[src/hdl/gda_pkg.sv]
// Package for the Gregorian date adder: payload structs, widths and
// cumulative month tables. No dependencies.
`timescale 1ns / 1ps
package gda_pkg;

   localparam int YEAR_W   = 16;
   localparam int OFFSET_W = 24;
   localparam int SER_W    = 27;
   localparam int EY_W     = 20;

   typedef struct packed {
      logic [OFFSET_W-1:0] offset_days;
      logic [4:0]          start_day;
      logic [3:0]          start_month;
      logic [YEAR_W-1:0]   start_year;
   } req_type;

   typedef struct packed {
      logic [4:0]        end_day;
      logic [3:0]        end_month;
      logic [YEAR_W-1:0] end_year;
      logic              overflow;
   } rsp_type;

   localparam logic [8:0] CUM_LEAP [0:12] =
      '{9'd0, 9'd31, 9'd60, 9'd91, 9'd121, 9'd152, 9'd182, 9'd213, 9'd244,
        9'd274, 9'd305, 9'd335, 9'd366};
   localparam logic [8:0] CUM_COMMON [0:12] =
      '{9'd0, 9'd31, 9'd59, 9'd90, 9'd120, 9'd151, 9'd181, 9'd212, 9'd243,
        9'd273, 9'd304, 9'd334, 9'd365};

endpackage

[src/hdl/gda_front.sv]
// Front stage: takes requests, normalizes day, month and year, holds one
// request for the queue. Depends on gda_pkg.
`timescale 1ns / 1ps
module gda_front (
   input  logic             clock,
   input  logic             reset,
   input  logic             req_valid,
   output logic             req_stall,
   input  gda_pkg::req_type req_data,
   output logic             push_valid,
   input  logic             push_full,
   output gda_pkg::req_type push_data
);

   logic             valid_ff, valid_in;
   gda_pkg::req_type item_ff, norm;
   logic             take;

   always_comb begin
      norm = req_data;
      if (req_data.start_day == 5'd0) norm.start_day = 5'd1;
      if (req_data.start_month == 4'd0) norm.start_month = 4'd1;
      if (req_data.start_month > 4'd12) norm.start_month = 4'd12;
      if (req_data.start_year == '0) norm.start_year = gda_pkg::YEAR_W'(1);
   end

   assign req_stall  = valid_ff & push_full;
   assign take       = req_valid & ~req_stall;
   assign valid_in   = take | (valid_ff & push_full);
   assign push_valid = valid_ff;
   assign push_data  = item_ff;

   always_ff @(posedge clock) begin
      if (reset) begin
         valid_ff <= 1'b0;
      end else begin
         valid_ff <= valid_in;
      end
      if (take) begin
         item_ff <= norm;
      end
   end

endmodule

[src/hdl/gda_queue.sv]
// Two-entry queue between front and back stages. Depends on gda_pkg.
`timescale 1ns / 1ps
module gda_queue (
   input  logic             clock,
   input  logic             reset,
   input  logic             push_valid,
   output logic             push_full,
   input  gda_pkg::req_type push_data,
   output logic             pop_valid,
   input  logic             pop_take,
   output gda_pkg::req_type pop_data
);

   gda_pkg::req_type mem_ff [0:1];
   logic             wr_ff, rd_ff;
   logic [1:0]       count_ff;
   logic             do_push, do_pop;

   assign push_full = count_ff == 2'd2;
   assign pop_valid = count_ff != 2'd0;
   assign pop_data  = mem_ff[rd_ff];
   assign do_push   = push_valid & ~push_full;
   assign do_pop    = pop_take & pop_valid;

   always_ff @(posedge clock) begin
      if (reset) begin
         wr_ff    <= 1'b0;
         rd_ff    <= 1'b0;
         count_ff <= 2'd0;
      end else begin
         if (do_push) wr_ff <= ~wr_ff;
         if (do_pop) rd_ff <= ~rd_ff;
         count_ff <= count_ff + 2'(do_push) - 2'(do_pop);
      end
      if (do_push) begin
         mem_ff[wr_ff] <= push_data;
      end
   end

endmodule

[src/hdl/gda_back.sv]
// Back stage: serial day number, offset add, split into 400- and 4-year
// cycles by reciprocal multiplies with one correction step each and into
// 100- and 1-year cycles by compares, then month search. Depends on gda_pkg.
`timescale 1ns / 1ps
module gda_back (
   input  logic             clock,
   input  logic             reset,
   input  logic             pop_valid,
   output logic             pop_take,
   input  gda_pkg::req_type pop_data,
   output logic             rsp_valid,
   input  logic             rsp_stall,
   output gda_pkg::rsp_type rsp_data
);

   localparam int SW = gda_pkg::SER_W;
   localparam int YW = gda_pkg::YEAR_W;
   localparam int EW = gda_pkg::EY_W;

   typedef enum logic [13:0] {
      ST_IDLE   = 14'b00000000000001,
      ST_YDIV   = 14'b00000000000010,
      ST_YREM   = 14'b00000000000100,
      ST_SER1   = 14'b00000000001000,
      ST_SER2   = 14'b00000000010000,
      ST_QEST   = 14'b00000000100000,
      ST_R400   = 14'b00000001000000,
      ST_FIX400 = 14'b00000010000000,
      ST_SPLIT  = 14'b00000100000000,
      ST_Q4E    = 14'b00001000000000,
      ST_R4     = 14'b00010000000000,
      ST_FIX4   = 14'b00100000000000,
      ST_FIN    = 14'b01000000000000,
      ST_MON    = 14'b10000000000000
   } state_type;

   state_type        state_ff, state_in;
   gda_pkg::req_type item_ff;
   logic [32:0]      yprod;
   logic [9:0]       yq_ff;
   logic [YW-1:0]    yrem_ff;
   logic [SW-1:0]    dby_ff, serial, serial_ff;
   logic [8:0]       tab_ff;
   logic [35:0]      sprod;
   logic [9:0]       q400e_ff, q400_ff;
   logic [18:0]      r400w_ff;
   logic [17:0]      r400_ff, r2;
   logic [1:0]       q100_ff, q100;
   logic [15:0]      r2_ff;
   logic [20:0]      qprod;
   logic [4:0]       q4e_ff, q4_ff;
   logic [11:0]      r4w_ff;
   logic [10:0]      rr_ff;
   logic [1:0]       q1;
   logic [8:0]       doy_ff;
   logic [EW-1:0]    ey_ff;
   logic             leap_e_ff;
   logic [YW-1:0]    yr, ny, n100;
   logic             leap_s, out_free;
   logic [SW-1:0]    mul;
   logic [3:0]       em;
   logic [8:0]       mbase;
   logic             rsp_valid_ff;
   gda_pkg::rsp_type rsp_ff;

   assign pop_take = state_ff == ST_IDLE;
   assign out_free = !rsp_valid_ff || !rsp_stall;

   // year / 100 is exact for every 16-bit year with this reciprocal
   assign yr     = item_ff.start_year;
   assign yprod  = 33'(yr) * 33'd83887;
   assign ny     = yr - YW'(1);
   assign n100   = (yrem_ff == '0) ? YW'(yq_ff) - YW'(1) : YW'(yq_ff);
   assign leap_s = (yrem_ff == '0) ? (yq_ff[1:0] == 2'd0) : (yr[1:0] == 2'd0);
   assign mul    = SW'(ny) * SW'(365);
   assign serial = dby_ff + SW'(tab_ff) + SW'(item_ff.start_day - 5'd1)
                   + SW'(item_ff.offset_days);

   // estimates are low by at most one; the FIX states correct them
   assign sprod = 36'(serial_ff) * 36'd459;
   assign qprod = 21'(r2_ff) * 21'd44;

   always_comb begin
      if (r400_ff >= 18'd109572) q100 = 2'd3;
      else if (r400_ff >= 18'd73048) q100 = 2'd2;
      else if (r400_ff >= 18'd36524) q100 = 2'd1;
      else q100 = 2'd0;
      r2 = r400_ff - 18'(q100) * 18'd36524;
   end

   always_comb begin
      if (rr_ff >= 11'd1095) q1 = 2'd3;
      else if (rr_ff >= 11'd730) q1 = 2'd2;
      else if (rr_ff >= 11'd365) q1 = 2'd1;
      else q1 = 2'd0;
   end

   always_comb begin
      em = 4'd1;
      for (int i = 1; i < 12; i++) begin
         if (doy_ff >= (leap_e_ff ? gda_pkg::CUM_LEAP[i] : gda_pkg::CUM_COMMON[i]))
            em = 4'(i + 1);
      end
      mbase = leap_e_ff ? gda_pkg::CUM_LEAP[em - 4'd1] : gda_pkg::CUM_COMMON[em - 4'd1];
   end

   always_comb begin
      state_in = state_ff;
      unique case (state_ff)
         ST_IDLE: begin
            if (pop_valid) state_in = ST_YDIV;
         end
         ST_YDIV:   state_in = ST_YREM;
         ST_YREM:   state_in = ST_SER1;
         ST_SER1:   state_in = ST_SER2;
         ST_SER2:   state_in = ST_QEST;
         ST_QEST:   state_in = ST_R400;
         ST_R400:   state_in = ST_FIX400;
         ST_FIX400: state_in = ST_SPLIT;
         ST_SPLIT:  state_in = ST_Q4E;
         ST_Q4E:    state_in = ST_R4;
         ST_R4:     state_in = ST_FIX4;
         ST_FIX4:   state_in = ST_FIN;
         ST_FIN:    state_in = ST_MON;
         ST_MON: begin
            if (out_free) state_in = ST_IDLE;
         end
         default: state_in = ST_IDLE;
      endcase
   end

   always_ff @(posedge clock) begin
      if (reset) begin
         state_ff     <= ST_IDLE;
         rsp_valid_ff <= 1'b0;
      end else begin
         state_ff <= state_in;
         if (state_ff == ST_MON && out_free) rsp_valid_ff <= 1'b1;
         else if (rsp_valid_ff && !rsp_stall) rsp_valid_ff <= 1'b0;
      end
      if (state_ff == ST_IDLE && pop_valid) item_ff <= pop_data;
      if (state_ff == ST_YDIV) yq_ff <= yprod[32:23];
      if (state_ff == ST_YREM) yrem_ff <= yr - YW'(yq_ff) * YW'(100);
      if (state_ff == ST_SER1) begin
         dby_ff <= mul + SW'(ny >> 2) - SW'(n100) + SW'(n100 >> 2);
         tab_ff <= leap_s ? gda_pkg::CUM_LEAP[item_ff.start_month - 4'd1]
                          : gda_pkg::CUM_COMMON[item_ff.start_month - 4'd1];
      end
      if (state_ff == ST_SER2) serial_ff <= serial;
      if (state_ff == ST_QEST) q400e_ff <= sprod[35:26];
      if (state_ff == ST_R400) begin
         r400w_ff <= 19'(serial_ff - SW'(q400e_ff) * SW'(146097));
      end
      if (state_ff == ST_FIX400) begin
         if (r400w_ff >= 19'd146097) begin
            q400_ff <= q400e_ff + 10'd1;
            r400_ff <= 18'(r400w_ff - 19'd146097);
         end else begin
            q400_ff <= q400e_ff;
            r400_ff <= r400w_ff[17:0];
         end
      end
      if (state_ff == ST_SPLIT) begin
         q100_ff <= q100;
         r2_ff   <= r2[15:0];
      end
      if (state_ff == ST_Q4E) q4e_ff <= qprod[20:16];
      if (state_ff == ST_R4) r4w_ff <= 12'(r2_ff - 16'(q4e_ff) * 16'd1461);
      if (state_ff == ST_FIX4) begin
         if (r4w_ff >= 12'd1461) begin
            q4_ff <= q4e_ff + 5'd1;
            rr_ff <= 11'(r4w_ff - 12'd1461);
         end else begin
            q4_ff <= q4e_ff;
            rr_ff <= r4w_ff[10:0];
         end
      end
      if (state_ff == ST_FIN) begin
         doy_ff    <= 9'(rr_ff - 11'(q1) * 11'd365);
         ey_ff     <= EW'(q400_ff) * EW'(400) + EW'(q100_ff) * EW'(100)
                      + EW'({q4_ff, 2'b00}) + EW'(q1) + EW'(1);
         leap_e_ff <= (q1 == 2'd3) && ((q4_ff != 5'd24) || (q100_ff == 2'd3));
      end
      if (state_ff == ST_MON && out_free) begin
         if (ey_ff > EW'({YW{1'b1}})) begin
            rsp_ff.end_day   <= 5'd31;
            rsp_ff.end_month <= 4'd12;
            rsp_ff.end_year  <= '1;
            rsp_ff.overflow  <= 1'b1;
         end else begin
            rsp_ff.end_day   <= 5'(doy_ff - mbase + 9'd1);
            rsp_ff.end_month <= em;
            rsp_ff.end_year  <= ey_ff[YW-1:0];
            rsp_ff.overflow  <= 1'b0;
         end
      end
   end

   assign rsp_valid = rsp_valid_ff;
   assign rsp_data  = rsp_ff;

endmodule

[src/hdl/gregorian_date_add_days_top.sv]
// Top level of the Gregorian date adder: front, queue and back stages.
// Depends on gda_pkg, gda_front, gda_queue and gda_back.
//
// Usage: present a request (offset_days, start_day, start_month, start_year)
// on req_data with req_valid; it is taken at a clock edge where req_stall is
// low. A zero day, month or year becomes 1, a month above 12 becomes 12.
// One response per request appears on rsp_data with rsp_valid and is taken
// when rsp_stall is low; responses keep request order.
// A request passes through the front register and a queue entry, then the
// back stage walks 13 steps (year split, serial day number, splits into
// 400- and 4-year cycles by reciprocal multiplies with one correction each
// and into 100- and 1-year cycles by compares, month search). It takes a
// new request only after the last one is done. Two requests can wait in the
// queue and one in the front stage while the back stage works.
// A stalled response holds; the back stage finishes its next request and
// waits with it, then the queue and front fill and req_stall rises.
// Reset empties all stages and drops rsp_valid.
`timescale 1ns / 1ps
module gregorian_date_add_days_top (
   input  logic             clock,
   input  logic             reset,
   input  logic             req_valid,
   output logic             req_stall,
   input  gda_pkg::req_type req_data,
   output logic             rsp_valid,
   input  logic             rsp_stall,
   output gda_pkg::rsp_type rsp_data
);

   logic             push_valid, push_full, pop_valid, pop_take;
   gda_pkg::req_type push_data, pop_data;

   gda_front u_front (
      .clock      (clock),
      .reset      (reset),
      .req_valid  (req_valid),
      .req_stall  (req_stall),
      .req_data   (req_data),
      .push_valid (push_valid),
      .push_full  (push_full),
      .push_data  (push_data)
   );

   gda_queue u_queue (
      .clock      (clock),
      .reset      (reset),
      .push_valid (push_valid),
      .push_full  (push_full),
      .push_data  (push_data),
      .pop_valid  (pop_valid),
      .pop_take   (pop_take),
      .pop_data   (pop_data)
   );

   gda_back u_back (
      .clock     (clock),
      .reset     (reset),
      .pop_valid (pop_valid),
      .pop_take  (pop_take),
      .pop_data  (pop_data),
      .rsp_valid (rsp_valid),
      .rsp_stall (rsp_stall),
      .rsp_data  (rsp_data)
   );

`ifndef NO_ASSERTIONS
   a_ovf_sat: assert property (@(posedge clock) disable iff (reset)
      rsp_valid && rsp_data.overflow |->
         rsp_data.end_day == 5'd31 && rsp_data.end_month == 4'd12 &&
         rsp_data.end_year == '1)
      else $error("overflow response not saturated");

   a_date_ok: assert property (@(posedge clock) disable iff (reset)
      rsp_valid && !rsp_data.overflow |->
         rsp_data.end_month >= 4'd1 && rsp_data.end_month <= 4'd12 &&
         rsp_data.end_day >= 5'd1 && rsp_data.end_year != '0)
      else $error("response date out of range");

   a_stall_full: assert property (@(posedge clock) disable iff (reset)
      req_stall |-> push_full && push_valid)
      else $error("request stalled without a full queue");
`endif

endmodule
[config.mk]
export PLATFORM = sky130hd
export DESIGN_NAME = gregorian_date_add_days_top
export DESIGN_NICKNAME = d
export VERILOG_FILES = /design/src/hdl/gda_pkg.sv /design/src/hdl/gda_front.sv /design/src/hdl/gda_queue.sv /design/src/hdl/gda_back.sv /design/src/hdl/gregorian_date_add_days_top.sv
export SDC_FILE = /design/constraint.sdc
export NUM_CORES = 2
export LEC_CHECK = 0
export BUFFER_PORTS_ARGS = -buffer_cell sky130_fd_sc_hd__buf_2
export CAP_MARGIN = 20
export CORE_AREA = 2 2 348 350
export CTS_BUF_LIST = sky130_fd_sc_hd__clkbuf_8
export DETAILED_ROUTE_END_ITERATION = 6
export DIE_AREA = 0 0 350 352
export PLACE_DENSITY_LB_ADDON = 0.08
export SYNTH_ARGS = -nofsm -noshare
export SYNTH_HDL_FRONTEND = slang
export SYNTH_SLANG_ARGS = --single-unit
[constraint.sdc]
create_clock -name clock -period 10 [get_ports clock]
set_input_delay 1 -clock clock [delete_from_list [all_inputs] [get_ports clock]]
set_output_delay 1 -clock clock [all_outputs]
set_load 0.03 [all_outputs]
==> results.cfg <==
[outcome]
outcome = finished, final reports clean

[worst_setup_path]
timing.reg2reg.setup_slack_ns = 0.77
endpoint = u_back.dby_ff[26]
critPathLaunch = u_back.yr[2]
cp.required_ns = 10.54
start_kind = flop
cpMostUsedCell = ha_1
reg2reg_from = u_back.yr[2]
arrival_ns = 9.77
path_max_fanout = 8
crit_slowest_cell = fa_1
worstSetupEndpointType = flop
r2r_end = u_back.dby_ff[26]
path_class = reg -> reg
crit_path_max_incr_delay_ns = 0.55
r2r_cells = 35

[final_layout]
area_growth_pct = 9.845
nFillCells = 11640
layout-drive-gt1-share = 0.08061
fin_nets = 5068

[sta]
slew_violations = 0
clock.fmax_ghz = 0.1084
rsz0062_at_grt = no
fin_skew_ns = 0.06633
finalCritPeriodShare = 0.9228
finalHoldViolCount = 0
fin_setup_tns_ns = 0
finalSetupViolations = 0
slew_headroom = 0.3197
tightest_slew_ns = 1.020
period_minus_slack_ns = 9.228

[drt]
vias = 26250
drt_wl_total_um = 92450
avgViaCountPerCell = 4.690
ant_nets = 0
drt_iter0_markers = 1117
wl_per_cell_um = 16.52
drcViolationCount = 0
drt-pass1-iter-count = 5

[die]
die_y_um = 352
die_w_um = 350
die_area_sq_um = 123200
fp.coreArea_sq_um = 119300
io_pins = 81
rows = 127
initial_core_util = 0.3589

[yosys]
synth_seq_area_share = 0.3241
synth_area_leaders = edfxtp_1 31%, ha_1 21%, fa_1 18%, inv_1 6.3%, xnor2_1 4.3%
synth_top_cell_area_share = 0.3148
avgSynthCellArea_sq_um = 11.37
syn-num-nets = 4922
synth-seq-cells = 469
synth_cells = 3768
synth_edf_count = 449
synthFlopType = edfxtp_1
async_reset_ff_frac = 0
yosysTopAreaCell = edfxtp_1
ys_warn_count = 0
netlist_area_sq_um = 42830
synth_cell_types = 76

[run]
maxCapViolCount = 0

[clock_network]
hold_buffers = 0
clk_path_buf_depth = 3
clock_sinks = 469
clk_pin_slew_ns = 0.08
htreeDepth = 3
clkLatencyLatePin_ns = 0.79
cts_buffers = 87
cts_tree = done
root_buffer = clkbuf_8

[worst_hold_path]
min_path_type = in -> reg
whs_path_depth = 1

[grt]
track_usage = 0.1560
antenna_found_initial = 2
grt_max_degree = 52
grt_pass1_wl_um = 151100
grt_overflow_total = 0
grt_pass1_vias = 27620

[place]
io_buffer_count = 80
place_congestion = 0.8002
dp_hpwl_um = 75030
[cell usage in the layout (no fill, tap or decap), drive strengths merged, types with 20 or more instances in the layout]
cell | netlist | layout
xnor2 | 209 | 209
buf | 4 | 104
xor2 | 72 | 72
inv | 722 | 749
dfxtp | 20 | 20
o21ai | 109 | 109
a21oi | 145 | 145
clkinv | 0 | 35
o21bai | 27 | 27
clkbuf | 43 | 87
o21a | 32 | 32
nand2 | 108 | 108
nor4 | 22 | 22
nor2 | 160 | 160
nor3 | 60 | 60
a21o | 68 | 68
and3 | 22 | 22
fa | 389 | 389
nand3 | 42 | 42
a21boi | 24 | 24
edfxtp | 449 | 449
ha | 712 | 712
nand2b | 45 | 45
mux2 | 51 | 51
nor2b | 32 | 32
[how the worst min path moves through the flow]
stage                                     start               endpoint  slack (ns)
after floorplan               u_back.r400_ff[0]        u_back.r2_ff[0]        0.40
after global routing               req_data[47]  u_front.push_data[47]        0.28
final                              req_data[47]  u_front.push_data[47]        0.39
after global placement    u_front.push_data[25]  u_queue.mem_ff[0][25]        0.42
after detailed placement  u_front.push_data[25]  u_queue.mem_ff[0][25]        0.43
after CTS                          req_data[46]  u_front.push_data[46]        0.27
[routing by layer]
metal | part of all wire | track usage
met5 | 0 | 0
met4 | 0.015 | 0.03095
met3 | 0.028 | 0.02556
met2 | 0.48 | 0.2581
met1 | 0.48 | 0.2150
[worst max-delay path, delay by kind of cell (launching register included)]
| kind | cells | cell delay [ns] |
|---|---|---|
| adder cells (fa/ha/maj) | 9 | 3.63 |
| XOR/XNOR | 2 | 0.57 |
| AND/OR/NAND/NOR | 11 | 1.99 |
| buffers and inverters | 4 | 0.39 |
| AO/OA/AOI/OAI | 9 | 2.08 |
| flip-flops | 1 | 0.31 |
[cell families (layout without fill, tap and decap cells)]
family                   after synthesis  count (layout)  share of synthesized area
AO/OA/AOI/OAI                        525             525                    0.08057
XOR/XNOR                             281             281                    0.05764
adder cells (fa/ha/maj)             1101            1101                     0.3898
buffers and inverters                769             983                    0.06739
flip-flops                           469             469                     0.3241
multiplexers                          55              55                    0.01434
other                                  0               2                          0
AND/OR/NAND/NOR                      568             568                    0.06611
[through the flow]
| stage | worst slack, ns | hold WS (ns) | std cells | cell area (sq um) | utilization |
|---|---|---|---|---|---|
| 4_1_cts | 0.5689 | 0.2684 | 5593 | 47020 | 0.3940 |
| 6_report | 0.7724 | 0.3888 | 5596 | 47050 | 0.3942 |
| 2_1_floorplan | 1.598 | 0.4003 | 3768 | 42830 | - |
| 3_3_place_gp | 0.6377 | 0.4227 | 5436 | 45320 | 0.3798 |
| 3_5_place_dp | 0.5792 | 0.4308 | 5436 | 45320 | 0.3798 |
| 5_1_grt | 0.1257 | 0.2802 | 5596 | 47050 | 0.3942 |
[what timing repair did]
item                                    4_1_cts  5_1_grt
endpoints found under the setup margin        0        1
buffers inserted                              0        0
gates resized for setup                       0        1
[state kept, by name, summed over array words and instances (netlist names), 10 cells and up]
name and flops:
u_back.r4w_ff 12, u_back.yq_ff 10, u_back.state_ff 14, u_back.rsp_data 26, u_back.q400e_ff 10, u_back.rr_ff 11
u_back.yrem_ff 16, u_back.serial_ff 27, u_front.push_data 49, u_queue.mem_ff 98, u_back.r400_ff 18, u_back.ey_ff 20
u_back.item_ff 33, u_back.q400_ff 10, u_back.yr 16, u_back.r400w_ff 19, u_back.dby_ff 27, u_back.r2_ff 16
[synth_stat cells (27+ instances only)]
| cell type | instances |
|---|---|
| mux2_2 | 51 |
| o21bai_1 | 27 |
| ha_1 | 712 |
| xor2_1 | 71 |
| fa_1 | 389 |
| inv_1 | 722 |
| clkbuf_1 | 43 |
| xnor2_1 | 209 |
| o21a_1 | 31 |
| nor2_1 | 160 |
| nor2b_1 | 32 |
| nand2b_1 | 45 |
| a21oi_1 | 145 |
| o21ai_0 | 108 |
| nand3_1 | 42 |
| a21o_1 | 68 |
| nor3_1 | 59 |
| nand2_1 | 108 |
| edfxtp_1 | 449 |
[cell type report]
class | instances | area [sq um] | area share
multi-input cells | 2530 | 26140 | 0.5557
repair buffers | 104 | 584.3 | 0.01242
clock inverters | 70 | 506.7 | 0.01077
well taps | 1612 | 2017 | 0.04287
flip-flops and latches | 469 | 13880 | 0.2951
diodes | 2 | 5.005 | 0.0001064
inverters | 722 | 2710 | 0.05760
clock buffers | 87 | 1197 | 0.02545
Power is left out: the tool's default activity adds up to more than one toggle a clock period on the data nets, which glitch-free logic cannot reach.
